===== config.mk =====
export PLATFORM = sky130hd
export DESIGN_NAME = csv_field_splitter_top
export DESIGN_NICKNAME = d
export VERILOG_FILES = /design/src/rtl/csvfs_pkg.sv /design/src/rtl/csvfs_front.sv /design/src/rtl/csvfs_queue.sv /design/src/rtl/csvfs_back.sv /design/src/rtl/csv_field_splitter_top.sv
export SDC_FILE = /design/constraint.sdc
export NUM_CORES = 1
export LEC_CHECK = 0
export ABC_AREA = 0
export BUFFER_PORTS_ARGS = -buffer_cell sky130_fd_sc_hd__buf_2
export CORE_MARGIN = 1
export CORE_UTILIZATION = 55
export DETAILED_ROUTE_END_ITERATION = 8
export PLACE_DENSITY = 0.73
export SYNTH_ARGS = -nofsm -noshare
export SYNTH_HDL_FRONTEND = slang
export SYNTH_SLANG_ARGS = --single-unit

===== constraint.sdc =====
create_clock -name clk_i -period 7.4 [get_ports clk_i]
set_input_delay 0.74 -clock clk_i [delete_from_list [all_inputs] [get_ports clk_i]]
set_output_delay 0.74 -clock clk_i [all_outputs]
set_load 0.05 [all_outputs]

===== src/rtl/csvfs_pkg.sv =====
package csvfs_pkg;

  // Character codes
  localparam logic [7:0] CH_NUL   = 8'd0;
  localparam logic [7:0] CH_LF    = 8'd10;
  localparam logic [7:0] CH_CR    = 8'd13;
  localparam logic [7:0] CH_QUOTE = 8'd34;
  localparam logic [7:0] CH_COMMA = 8'd44;

  // A field closes once it holds this many characters
  localparam logic [7:0] FIELD_CHAR_LIMIT = 8'd255;

  // Field count limits
  localparam logic [4:0] FIELD_CAP_MAX      = 5'd16;
  localparam logic [4:0] FIELD_LIMIT_RESET  = 5'd10;

  // Queue between front and back
  localparam int unsigned QUEUE_DEPTH = 4;
  localparam int unsigned QUEUE_AW    = $clog2(QUEUE_DEPTH);

  typedef enum logic [1:0] {
    KIND_CHAR  = 2'd0,
    KIND_CLOSE = 2'd1,
    KIND_END   = 2'd2
  } kind_e;

  // One result beat
  typedef struct packed {
    kind_e      kind;
    logic [7:0] data_byte;
    logic [3:0] field_index;
    logic [7:0] amount;
  } result_t;

  // All results caused by one character: one or two beats
  typedef struct packed {
    result_t first;
    result_t second;
    logic    dual;
  } entry_t;

endpackage


===== src/rtl/csvfs_front.sv =====
module csvfs_front import csvfs_pkg::*; (
  input  logic       clk_i,
  input  logic       rst_ni,
  input  logic       cfg_valid_i,
  input  logic [4:0] cfg_data_i,
  input  logic       in_valid_i,
  input  logic [7:0] in_char_i,
  input  logic       push_ready_i,
  output logic       in_ready_o,
  output logic       push_valid_o,
  output entry_t     push_entry_o
);

  logic [4:0] field_limit_q;
  logic       quoted_q, quoted_d;
  logic [7:0] length_q, length_d;
  logic [4:0] done_q, done_d;
  logic       stopped_q, stopped_d;
  logic       after_sep_q, after_sep_d;

  logic [4:0] cap;
  logic       line_full;
  logic       is_eol;
  logic       accept;
  logic [7:0] length_inc;
  logic [4:0] done_inc;

  assign in_ready_o = push_ready_i;
  assign accept     = in_valid_i & push_ready_i;
  assign cap        = (field_limit_q > FIELD_CAP_MAX) ? FIELD_CAP_MAX : field_limit_q;
  assign line_full  = stopped_q | (done_q >= cap);
  assign is_eol     = (in_char_i == CH_NUL) | (in_char_i == CH_LF) | (in_char_i == CH_CR);
  assign length_inc = length_q + 8'd1;
  assign done_inc   = done_q + 5'd1;

  // Classify the character and build its result beats
  always_comb begin
    quoted_d     = quoted_q;
    length_d     = length_q;
    done_d       = done_q;
    stopped_d    = stopped_q;
    after_sep_d  = after_sep_q;
    push_valid_o = 1'b0;
    push_entry_o = '0;
    if (accept) begin
      if (is_eol) begin
        push_valid_o = 1'b1;
        if ((done_q < cap) && ((length_q != 8'd0) || after_sep_q)) begin
          // close the open or trailing empty field, then report the count
          push_entry_o.first  = '{KIND_CLOSE, 8'd0, done_q[3:0], length_q};
          push_entry_o.second = '{KIND_END, 8'd0, 4'd0, {3'b000, done_inc}};
          push_entry_o.dual   = 1'b1;
        end else begin
          push_entry_o.first = '{KIND_END, 8'd0, 4'd0, {3'b000, done_q}};
        end
        quoted_d    = 1'b0;
        length_d    = 8'd0;
        done_d      = 5'd0;
        stopped_d   = 1'b0;
        after_sep_d = 1'b0;
      end else if (!line_full) begin
        if (in_char_i == CH_QUOTE) begin
          quoted_d    = ~quoted_q;
          after_sep_d = 1'b0;
        end else if ((in_char_i == CH_COMMA) && !quoted_q) begin
          push_valid_o       = 1'b1;
          push_entry_o.first = '{KIND_CLOSE, 8'd0, done_q[3:0], length_q};
          done_d             = done_inc;
          length_d           = 8'd0;
          after_sep_d        = 1'b1;
        end else begin
          push_valid_o       = 1'b1;
          push_entry_o.first = '{KIND_CHAR, in_char_i, done_q[3:0], 8'd0};
          length_d           = length_inc;
          after_sep_d        = 1'b0;
          // length limit: close the field and stop the line
          if (length_inc >= FIELD_CHAR_LIMIT) begin
            push_entry_o.second = '{KIND_CLOSE, 8'd0, done_q[3:0], length_inc};
            push_entry_o.dual   = 1'b1;
            done_d              = done_inc;
            length_d            = 8'd0;
            stopped_d           = 1'b1;
          end
        end
      end
    end
  end

  // Hold line state and the field count register
  always_ff @(posedge clk_i or negedge rst_ni) begin
    if (!rst_ni) begin
      field_limit_q <= FIELD_LIMIT_RESET;
      quoted_q      <= 1'b0;
      length_q      <= 8'd0;
      done_q        <= 5'd0;
      stopped_q     <= 1'b0;
      after_sep_q   <= 1'b0;
    end else begin
      if (cfg_valid_i) begin
        field_limit_q <= cfg_data_i;
      end
      quoted_q    <= quoted_d;
      length_q    <= length_d;
      done_q      <= done_d;
      stopped_q   <= stopped_d;
      after_sep_q <= after_sep_d;
    end
  end

endmodule


===== src/rtl/csvfs_queue.sv =====
module csvfs_queue import csvfs_pkg::*; (
  input  logic   clk_i,
  input  logic   rst_ni,
  input  logic   push_valid_i,
  input  entry_t push_entry_i,
  output logic   push_ready_o,
  output logic   pop_valid_o,
  output entry_t pop_entry_o,
  input  logic   pop_i
);

  entry_t              slots_q [QUEUE_DEPTH];
  logic [QUEUE_AW-1:0] wr_ptr_q;
  logic [QUEUE_AW-1:0] rd_ptr_q;
  logic [QUEUE_AW:0]   count_q;
  logic                do_push;
  logic                do_pop;

  assign push_ready_o = (count_q != (QUEUE_AW+1)'(QUEUE_DEPTH));
  assign pop_valid_o  = (count_q != '0);
  assign pop_entry_o  = slots_q[rd_ptr_q];
  assign do_push      = push_valid_i & push_ready_o;
  assign do_pop       = pop_i & pop_valid_o;

  // Write the entry at the tail
  always_ff @(posedge clk_i) begin
    if (do_push) begin
      slots_q[wr_ptr_q] <= push_entry_i;
    end
  end

  // Advance pointers and occupancy
  always_ff @(posedge clk_i or negedge rst_ni) begin
    if (!rst_ni) begin
      wr_ptr_q <= '0;
      rd_ptr_q <= '0;
      count_q  <= '0;
    end else begin
      if (do_push) begin
        wr_ptr_q <= wr_ptr_q + QUEUE_AW'(1);
      end
      if (do_pop) begin
        rd_ptr_q <= rd_ptr_q + QUEUE_AW'(1);
      end
      if (do_push && !do_pop) begin
        count_q <= count_q + (QUEUE_AW+1)'(1);
      end else if (do_pop && !do_push) begin
        count_q <= count_q - (QUEUE_AW+1)'(1);
      end
    end
  end

endmodule


===== src/rtl/csvfs_back.sv =====
module csvfs_back import csvfs_pkg::*; (
  input  logic    clk_i,
  input  logic    rst_ni,
  input  logic    entry_valid_i,
  input  entry_t  entry_i,
  output logic    pop_o,
  output logic    out_valid_o,
  input  logic    out_ready_i,
  output result_t out_result_o,
  output logic    out_last_o
);

  logic sel_q;
  logic beat;

  // Pick the first or second beat of the head entry
  assign out_valid_o  = entry_valid_i;
  assign out_result_o = sel_q ? entry_i.second : entry_i.first;
  assign out_last_o   = sel_q | ~entry_i.dual;
  assign beat         = entry_valid_i & out_ready_i;
  assign pop_o        = beat & out_last_o;

  // Step through the beats of one entry
  always_ff @(posedge clk_i or negedge rst_ni) begin
    if (!rst_ni) begin
      sel_q <= 1'b0;
    end else if (beat) begin
      sel_q <= ~out_last_o;
    end
  end

endmodule


===== src/rtl/csv_field_splitter_top.sv =====
// CSV field splitter. Takes one character per beat and splits lines into
// comma-separated fields: a double quote toggles quoted mode and is dropped,
// an unquoted comma closes the field, and NUL, LF or CR end the line, which
// closes an open or trailing empty field and then reports the field count.
// Every other character comes out with its field index. A field that reaches
// 255 characters is closed and the rest of its line ignored; once the field
// limit (at most 16) is reached, characters are ignored until the line end.
// Input takes one character per cycle unless the queue is full. Output gives
// one result beat per cycle while m_axis_tready is high; a character causes
// zero, one or two beats, tlast marks the last of them. A 4-entry queue
// between the classifier and the output sequencer absorbs bursts, so
// sustained input rate is one per cycle as long as characters average at
// most one result beat each; beyond that the queue fills and tready drops.
// Write the field limit only while the block is idle.
module csv_field_splitter_top import csvfs_pkg::*; (
  input  logic        clk_i,
  input  logic        rst_ni,
  input  logic        cfg_valid_i,
  output logic        cfg_ready_o,
  input  logic [4:0]  cfg_data_i,      // field limit
  input  logic        s_axis_tvalid,
  output logic        s_axis_tready,
  input  logic [7:0]  s_axis_tdata,    // [7:0] char_in
  output logic        m_axis_tvalid,
  input  logic        m_axis_tready,
  output logic [23:0] m_axis_tdata,    // [7:0] data_byte, [11:8] field_index,
                                       // [19:12] amount, [23:20] zero
  output logic [1:0]  m_axis_tuser,    // [1:0] kind
  output logic        m_axis_tlast     // last_of_run
);

  logic    push_valid;
  logic    push_ready;
  entry_t  push_entry;
  logic    head_valid;
  entry_t  head_entry;
  logic    pop;
  result_t out_result;

  assign cfg_ready_o = 1'b1;

  csvfs_front u_front (
    .clk_i        (clk_i),
    .rst_ni       (rst_ni),
    .cfg_valid_i  (cfg_valid_i),
    .cfg_data_i   (cfg_data_i),
    .in_valid_i   (s_axis_tvalid),
    .in_char_i    (s_axis_tdata),
    .push_ready_i (push_ready),
    .in_ready_o   (s_axis_tready),
    .push_valid_o (push_valid),
    .push_entry_o (push_entry)
  );

  csvfs_queue u_queue (
    .clk_i        (clk_i),
    .rst_ni       (rst_ni),
    .push_valid_i (push_valid),
    .push_entry_i (push_entry),
    .push_ready_o (push_ready),
    .pop_valid_o  (head_valid),
    .pop_entry_o  (head_entry),
    .pop_i        (pop)
  );

  csvfs_back u_back (
    .clk_i         (clk_i),
    .rst_ni        (rst_ni),
    .entry_valid_i (head_valid),
    .entry_i       (head_entry),
    .pop_o         (pop),
    .out_valid_o   (m_axis_tvalid),
    .out_ready_i   (m_axis_tready),
    .out_result_o  (out_result),
    .out_last_o    (m_axis_tlast)
  );

  // Pack result fields
  assign m_axis_tdata = {4'd0, out_result.amount, out_result.field_index,
                         out_result.data_byte};
  assign m_axis_tuser = out_result.kind;

  // A line end is always the final beat of its character
  assert property (@(posedge clk_i) disable iff (!rst_ni)
    (m_axis_tvalid && (m_axis_tuser == KIND_END)) |-> m_axis_tlast)
    else $error("line end beat without tlast");

  // The beat after a non-final beat is a field close or a line end
  assert property (@(posedge clk_i) disable iff (!rst_ni)
    (m_axis_tvalid && m_axis_tready && !m_axis_tlast) |=>
      (m_axis_tvalid && ((m_axis_tuser == KIND_CLOSE) || (m_axis_tuser == KIND_END))))
    else $error("second beat is not a close or line end");

  // Character beats never carry an amount
  assert property (@(posedge clk_i) disable iff (!rst_ni)
    (m_axis_tvalid && (m_axis_tuser == KIND_CHAR)) |-> (m_axis_tdata[19:12] == 8'd0))
    else $error("character beat with nonzero amount");

  // Nothing is pushed into a full queue
  assert property (@(posedge clk_i) disable iff (!rst_ni)
    push_valid |-> push_ready)
    else $error("push into full queue");

endmodule

### Yosys cells after proc, flatten, opt, wreduce, memory -nomap -nowiden

Memories as Yosys holds them, arrays and structs flattened.
Cells that the tools add are included.

* register bits after elaboration: 29
* memory bits (writable): 180
* input port bits: 18
* logic and storage cells: 102
* memories kept: 1

Memories
* u_queue.slots_q: depth 4, width 45, read ports 1, clocked after Yosys merged registers in 0, write ports 1, line csvfs_queue.sv:12 `entry_t slots_q [QUEUE_DEPTH];`

* $add $sub $neg: 6
* magnitude comparators: 4
* eq/ne operators: 8
* multiplexer cells: 41
* bitwise logic cells: 12
* reduce and logical (&&, ||, !) cells: 20

Operators by type and width (number)
* 45-bit 2-to-1 mux: 4
* 22-bit 2-to-1 mux: 3
* 23-bit 2-to-1 mux: 2
* 8-bit 2-to-1 mux: 5
* 5-bit 2-to-1 mux: 6
* 21-bit 2-to-1 mux: 1
* 1-bit 2-to-1 mux: 18
* 8-bit by 4-bit == test with 1-bit output (second input constant): 2
* 8-bit by 6-bit == test with 1-bit output (second input constant): 2
* 8-bit by 1-bit adder with 8-bit output (second input constant): 1
* 8-bit >= comparator (second input constant): 1
* 8-bit logical NOT: 1
* 8-bit nonzero test: 1
* 3-bit 2-to-1 mux: 2
* 3-bit AND reduction: 2
* 2-bit nonzero test: 3
* 3-bit nonzero test: 2
* 5-bit by 1-bit adder with 5-bit output (second input constant): 1
* 1-bit bitwise AND: 5
* 5-bit >= comparator: 1
* 5-bit greater-than comparator (second input constant): 1
* 5-bit less-than comparator: 1
* 5-bit AND reduction: 1
* 2-bit by 1-bit adder with 2-bit output (second input constant): 2
* 12 further kinds: 23

### Depth between registers and ports, before layout

* depth after elaboration: 12
* gate-level depth with buffers: 15
* mapped depth without buffers: 14

### Hierarchy

From an unflattened synthesis, not the netlist that was laid out.

* cell total of the unflattened synthesis: 537
* area, all modules: 9339.0 µm²

Modules (own cells, without submodules)
* csvfs_queue: times used 1, cells each 270, area each 6924.1 µm²
* csvfs_front: times used 1, cells each 228, area each 1938.1 µm²
* csvfs_back: times used 1, cells each 32, area each 431.7 µm²
* csv_field_splitter_top: times used 1, cells each 7, area each 45.0 µm²

### Worst setup path after synthesis

No wires, ideal clock.

* path kind: reg-to-reg
* start point: register u_front.field_limit_q[4]
* end point: memory u_queue.slots_q[0][0] (netlist name) (enable)
* arrival: 2932 ps
* data required time: 7002 ps
* slack: 4070 ps
* stages on the path, launching flop included: 11
* path buffers: 1
* period minus slack after synthesis: 3330 ps
* path through: dfrtp_1 inv_1 nand2_1 ha_1 a21oi_1 o21ai_0 nor3_1 o21ai_1 inv_2 buf_2 and2_1

* word-level cells in the longest chain between the ends: 10

Ends and longest elaborated chain
* start: declaration: line csvfs_front.sv:14 `logic [4:0] field_limit_q;`
* start signal: assignment: line csvfs_front.sv:100 `field_limit_q <= cfg_data_i;`
* 5-bit greater-than comparator: line csvfs_front.sv:30 `assign cap = (field_limit_q > FIELD_CAP_MAX) ? FIELD_CAP_MAX : field_limit_q;`
* 5-bit 2-to-1 mux (*): line csvfs_front.sv:30
* 5-bit >= comparator (*): line csvfs_front.sv:31 `assign line_full = stopped_q | (done_q >= cap);`
* 1-bit OR (*): line csvfs_front.sv:31
* 1-bit 2-to-1 mux (*): line csvfs_front.sv:61 `end else if (!line_full) begin`
* 1-bit 2-to-1 mux (*): line csvfs_front.sv:46 `if (is_eol) begin`
* 1-bit 2-to-1 mux (*): line csvfs_front.sv:45 `if (accept) begin`
* 1-bit bitwise AND (*): line csvfs_queue.sv:22 `assign do_push = push_valid_i & push_ready_o;`
* named net u_queue.do_push: line csvfs_queue.sv:16 `logic do_push;`
* 1-bit 2-to-1 mux (*): line csvfs_queue.sv:27 `if (do_push) begin`
* 1-bit 2-to-1 mux (implied by the code) (*): line csvfs_queue.sv:28 `slots_q[wr_ptr_q] <= push_entry_i;`
* end: declaration: line csvfs_queue.sv:12

The timed path passes the listed nets; every way through them passes the cells marked *.

### Worst setup path in the final report

* start point: register u_front.field_limit_q[4]
* end point: memory u_queue.slots_q[0][33] (netlist name) (enable)

* word-level cells in the longest chain between the ends: 10

Ends and longest elaborated chain (line)
* 5-bit greater-than comparator: csvfs_front.sv:30
* 5-bit 2-to-1 mux (*): csvfs_front.sv:30
* 5-bit >= comparator (*): csvfs_front.sv:31
* 1-bit OR (*): csvfs_front.sv:31
* 1-bit 2-to-1 mux (*): csvfs_front.sv:61
* 1-bit 2-to-1 mux (*): csvfs_front.sv:46
* 1-bit 2-to-1 mux (*): csvfs_front.sv:45
* 1-bit bitwise AND (*): csvfs_queue.sv:22
* 1-bit 2-to-1 mux (*): csvfs_queue.sv:27
* 1-bit 2-to-1 mux (implied by the code) (*): csvfs_queue.sv:28

Every way passes the cells marked *; elsewhere a longest branch is shown, timed or not.

==> metrics.md <==
| Metric | Value |
|---|---|
| PortBufs | 42 |
| Vias/cell | 6.01 |
| Top cells by area, synth | edfxtp_1, mux4_2, dfrtp_1 |
| Yosys warns | 0 |
| Number of global-route vias before repair | roughly 4.4k |
| Clock root buffer | clkbuf_16 |
| Routability congestion estimate | about 0.87 |
| Final-report hold violation count | 0 |
| CTS tree | done |
| I/O pin cnt | 48 |
| Row cnt | 43 |
| Initial Util | 56.2% |
| Max Cap Viol | 0 |
| Routed met2 length | 7590 um |
| Later-pin clock latency in the skew report | 430 ps |
| Final worst path period share | 48.1% |
| H-tree levels | 4 |
| Top Layer Used | met4 |
| CTS buffer count | 17 |
| Ant diodes | 0 |
| Post-synthesis xor/xnor area fraction | 1.23% |
| Gr ovfl total | 0 |
| Post-synth top area share | a little under three fifths |
| Max-slew violation count | 0 |
| Arrival time at the worst endpoint | 3610 ps |
| Setup CP Type | reg -> reg |
| Post-Synth Simple-Gate Area | 7.98% |
| Die Height | 121 um |
| Clock sinks | 177 |
| Antenna-violating nets left | 0 |
| Final core occ | 62.9% |
| Nets@finish | 553 |
| CTS Hold Buffers Added | 0 |
| Clock Path Buffers | 2 |
| Critical Path RT | 7450 ps |
| DR DRC count | 0 |
| Synth area leader | edfxtp_1 |
| Setup violators final | 0 |
| Initial antenna violation count | 0 |
| Post-DP HPWL | around 9000 um |
| Clk pin slew, worst setup/hold paths | 60 ps |
| R2r setup slk | 3840 ps |
| CTS resizes | 0 |
| Wire per inst | 20.9 um |
| Outcome | finished, final reports clean |
| Worst-Margin Slew | ~1000 ps |
| Clock skew | between 7 and 8 ps |
| DR pass1 iterations | 5 |
| Met3 wire len | 645 um |
| RR Endpoint | u_queue.slots_q[0][33] |
| RSZ-0062 raised after global routing | no |
| Postcts setup bufs | 0 |
| Area Overhead vs Synth | 11.9% |
| Post-synthesis sequential area ratio | 66.3% |
| Number of synthesized flops with an enable pin | 148 |
| Setup crit end kind | register |
| Min cycle time layout | roughly 3600 ps |
| Core area | around 14000 um^2 |
| Maximum VDD drop | about 0.19 mV |
| LEAKAGE | 3.19 nW |
| Violation count after the first detailed-route iteration | around 350 |
| Adder-cell share of the synthesized area | 2.50% |
| HP Class | in -> async |
| Critical Path Source Type | register |
| First-pass GRT wire length | 23700 um |
| Avg Inst Size Synth | 16.5 um^2 |
| FMAX | 281 MHz |
| Slew HR | 33.1% |
| Largest net degree at the start of global routing | 38 |
| Launching point of the worst reg2reg path | u_front.field_limit_q[4] |
| Gr usage total | ~23% |
| Setup TNS | 0 ps |
| Synthesis-stage register bit count | about 180 |
| Most frequent cell after synthesis | edfxtp_1 |
| Power Density | 402 nW/um^2 |
| Post-synth top cells | edfxtp_1, mux4_2, nand2_1 |
| WL met1 | 6420 um |
| Synth unique cells | between 60 and 70 |
| Crit-path max FO | 37 |
| Area of the mapped netlist | 7800 um^2 |
| Main combinational cell family by area after synthesis | multiplexers |
| Post-Synthesis Cells | roughly 470 |
| Compound-Gate Fraction of Synth Area | 5.87% |
| Routed wire length | 14900 um |
| Prevailing post-synth register cell | edfxtp_1 |
| Vias | 4284 |
| Die area | 14700 um^2 |
| Die Wd | 121 um |
| Layout cells sized above 1 | 29.5% |
| Worst reg2reg path depth | 9 |
| Fraction of registers with async set/reset | between 10% and 20% |
| Mux share of post-synthesis cell area | a little over an eighth |
[layer usage]
layer / up-vias / track usage (%)
met5: - / 0
met4: 0 / 7.87
met3: 26 / 5.40
met2: 112 / 37.4
met1: 2211 / 29.3
li1: 1935 / -
[power by group]
part / switching, mW / total (mW) / leakage, nW / internal (mW)
clock: 0.369 / 0.862 / 0.252 / 0.494
sequential: 0.0860 / 1.35 / 1.74 / 1.27
combinational: 0.838 / 1.30 / 1.19 / 0.461
total: 1.29 / 3.51 / 3.19 / 2.22
[metrics by stage]
stage               worst slack [ps]  hold WS, ps  instance area, um^2  power (mW)  instances
finish                          3840          348                 8730        3.51        713
global route                    3470          396                 8730        3.67        713
CTS                             3800          351                 8730        3.55        713
detailed placement              3820          483                 8160        2.69        681
global placement                3910          462                 8160        2.66        681
floorplan                       4070          444                 7820        2.39        477
[final cells by class]
class | instances | area, um^2
Clock inverter | 14 | 141
Clock buffer | 18 | 429
Tap cell | 180 | 225
Fill cell | 1017 | 5150
Inverter | 19 | 71.3
Multi-Input combinational cell | 258 | 2440
Sequential cell | 177 | 5170
Timing Repair Buffer | 47 | 248
[how the worst max path moves through the flow]
stage	startpoint	slack (ps)	end	cells after the start
detailed placement	u_front.field_limit_q[4]	3820	u_queue.slots_q[0][26]	9
floorplan	u_front.field_limit_q[4]	4070	u_queue.slots_q[0][0]	10
finish	u_front.field_limit_q[4]	3840	u_queue.slots_q[0][33]	9
global placement	u_front.field_limit_q[4]	3910	u_queue.slots_q[1][26]	9
CTS	u_front.field_limit_q[4]	3800	u_queue.slots_q[0][9]	9
global route	u_front.field_limit_q[4]	3470	u_queue.slots_q[1][7]	9
[sequential cells by signal (all words and copies together), names as in the netlist, 2 cells and up]
name                   cells
u_queue.rd_ptr_q           2
u_front.length_q           8
u_queue.count_q            3
u_queue.slots_q          148
u_queue.wr_ptr_q           2
u_front.field_limit_q      5
u_front.done_q             5
[critical path, stage by stage (launching register included)]
cell and delay [ps]:
dfrtp_1 380, inv_1 130, nand2_1 80, ha_1 320, a21oi_1 150, o21ai_0 160, nor3_1 580, o21ai_1 250
inv_2 260, and2_2 850
[placed cells by master, fill, tap and decap left out, types with 3 or more instances in the layout]
cell / count
clkinvlp_4: 8
nand2b_1: 3
nor3_2: 3
ha_1: 14
conb_1: 5
o21ai_1: 7
a31oi_1: 4
o211ai_1: 3
mux4_2: 37
a21oi_1: 9
nor4_1: 3
mux2_2: 19
a22o_1: 8
or3_1: 4
inv_1: 17
clkbuf_16: 17
and3_1: 4
and2_1: 17
a32oi_1: 4
nor2_1: 13
xor2_1: 5
xnor2_1: 6
nor2b_1: 11
o21ai_0: 7
nand3_1: 7
nand2_1: 29
edfxtp_1: 148
dfrtp_1: 26
buf_4: 5
buf_2: 42
[kinds of logic (layout without fill, tap and decap cells)]
logic type	after synthesis	in the layout
flip-flops	177	177
AO/OA/AOI/OAI	61	61
multiplexers	56	56
other	2	5
XOR/XNOR	11	11
adder cells (fa/ha/maj)	15	15
buffers and inverters	42	98
AND/OR/NAND/NOR	110	110
(Power assumes the default switching activity.)
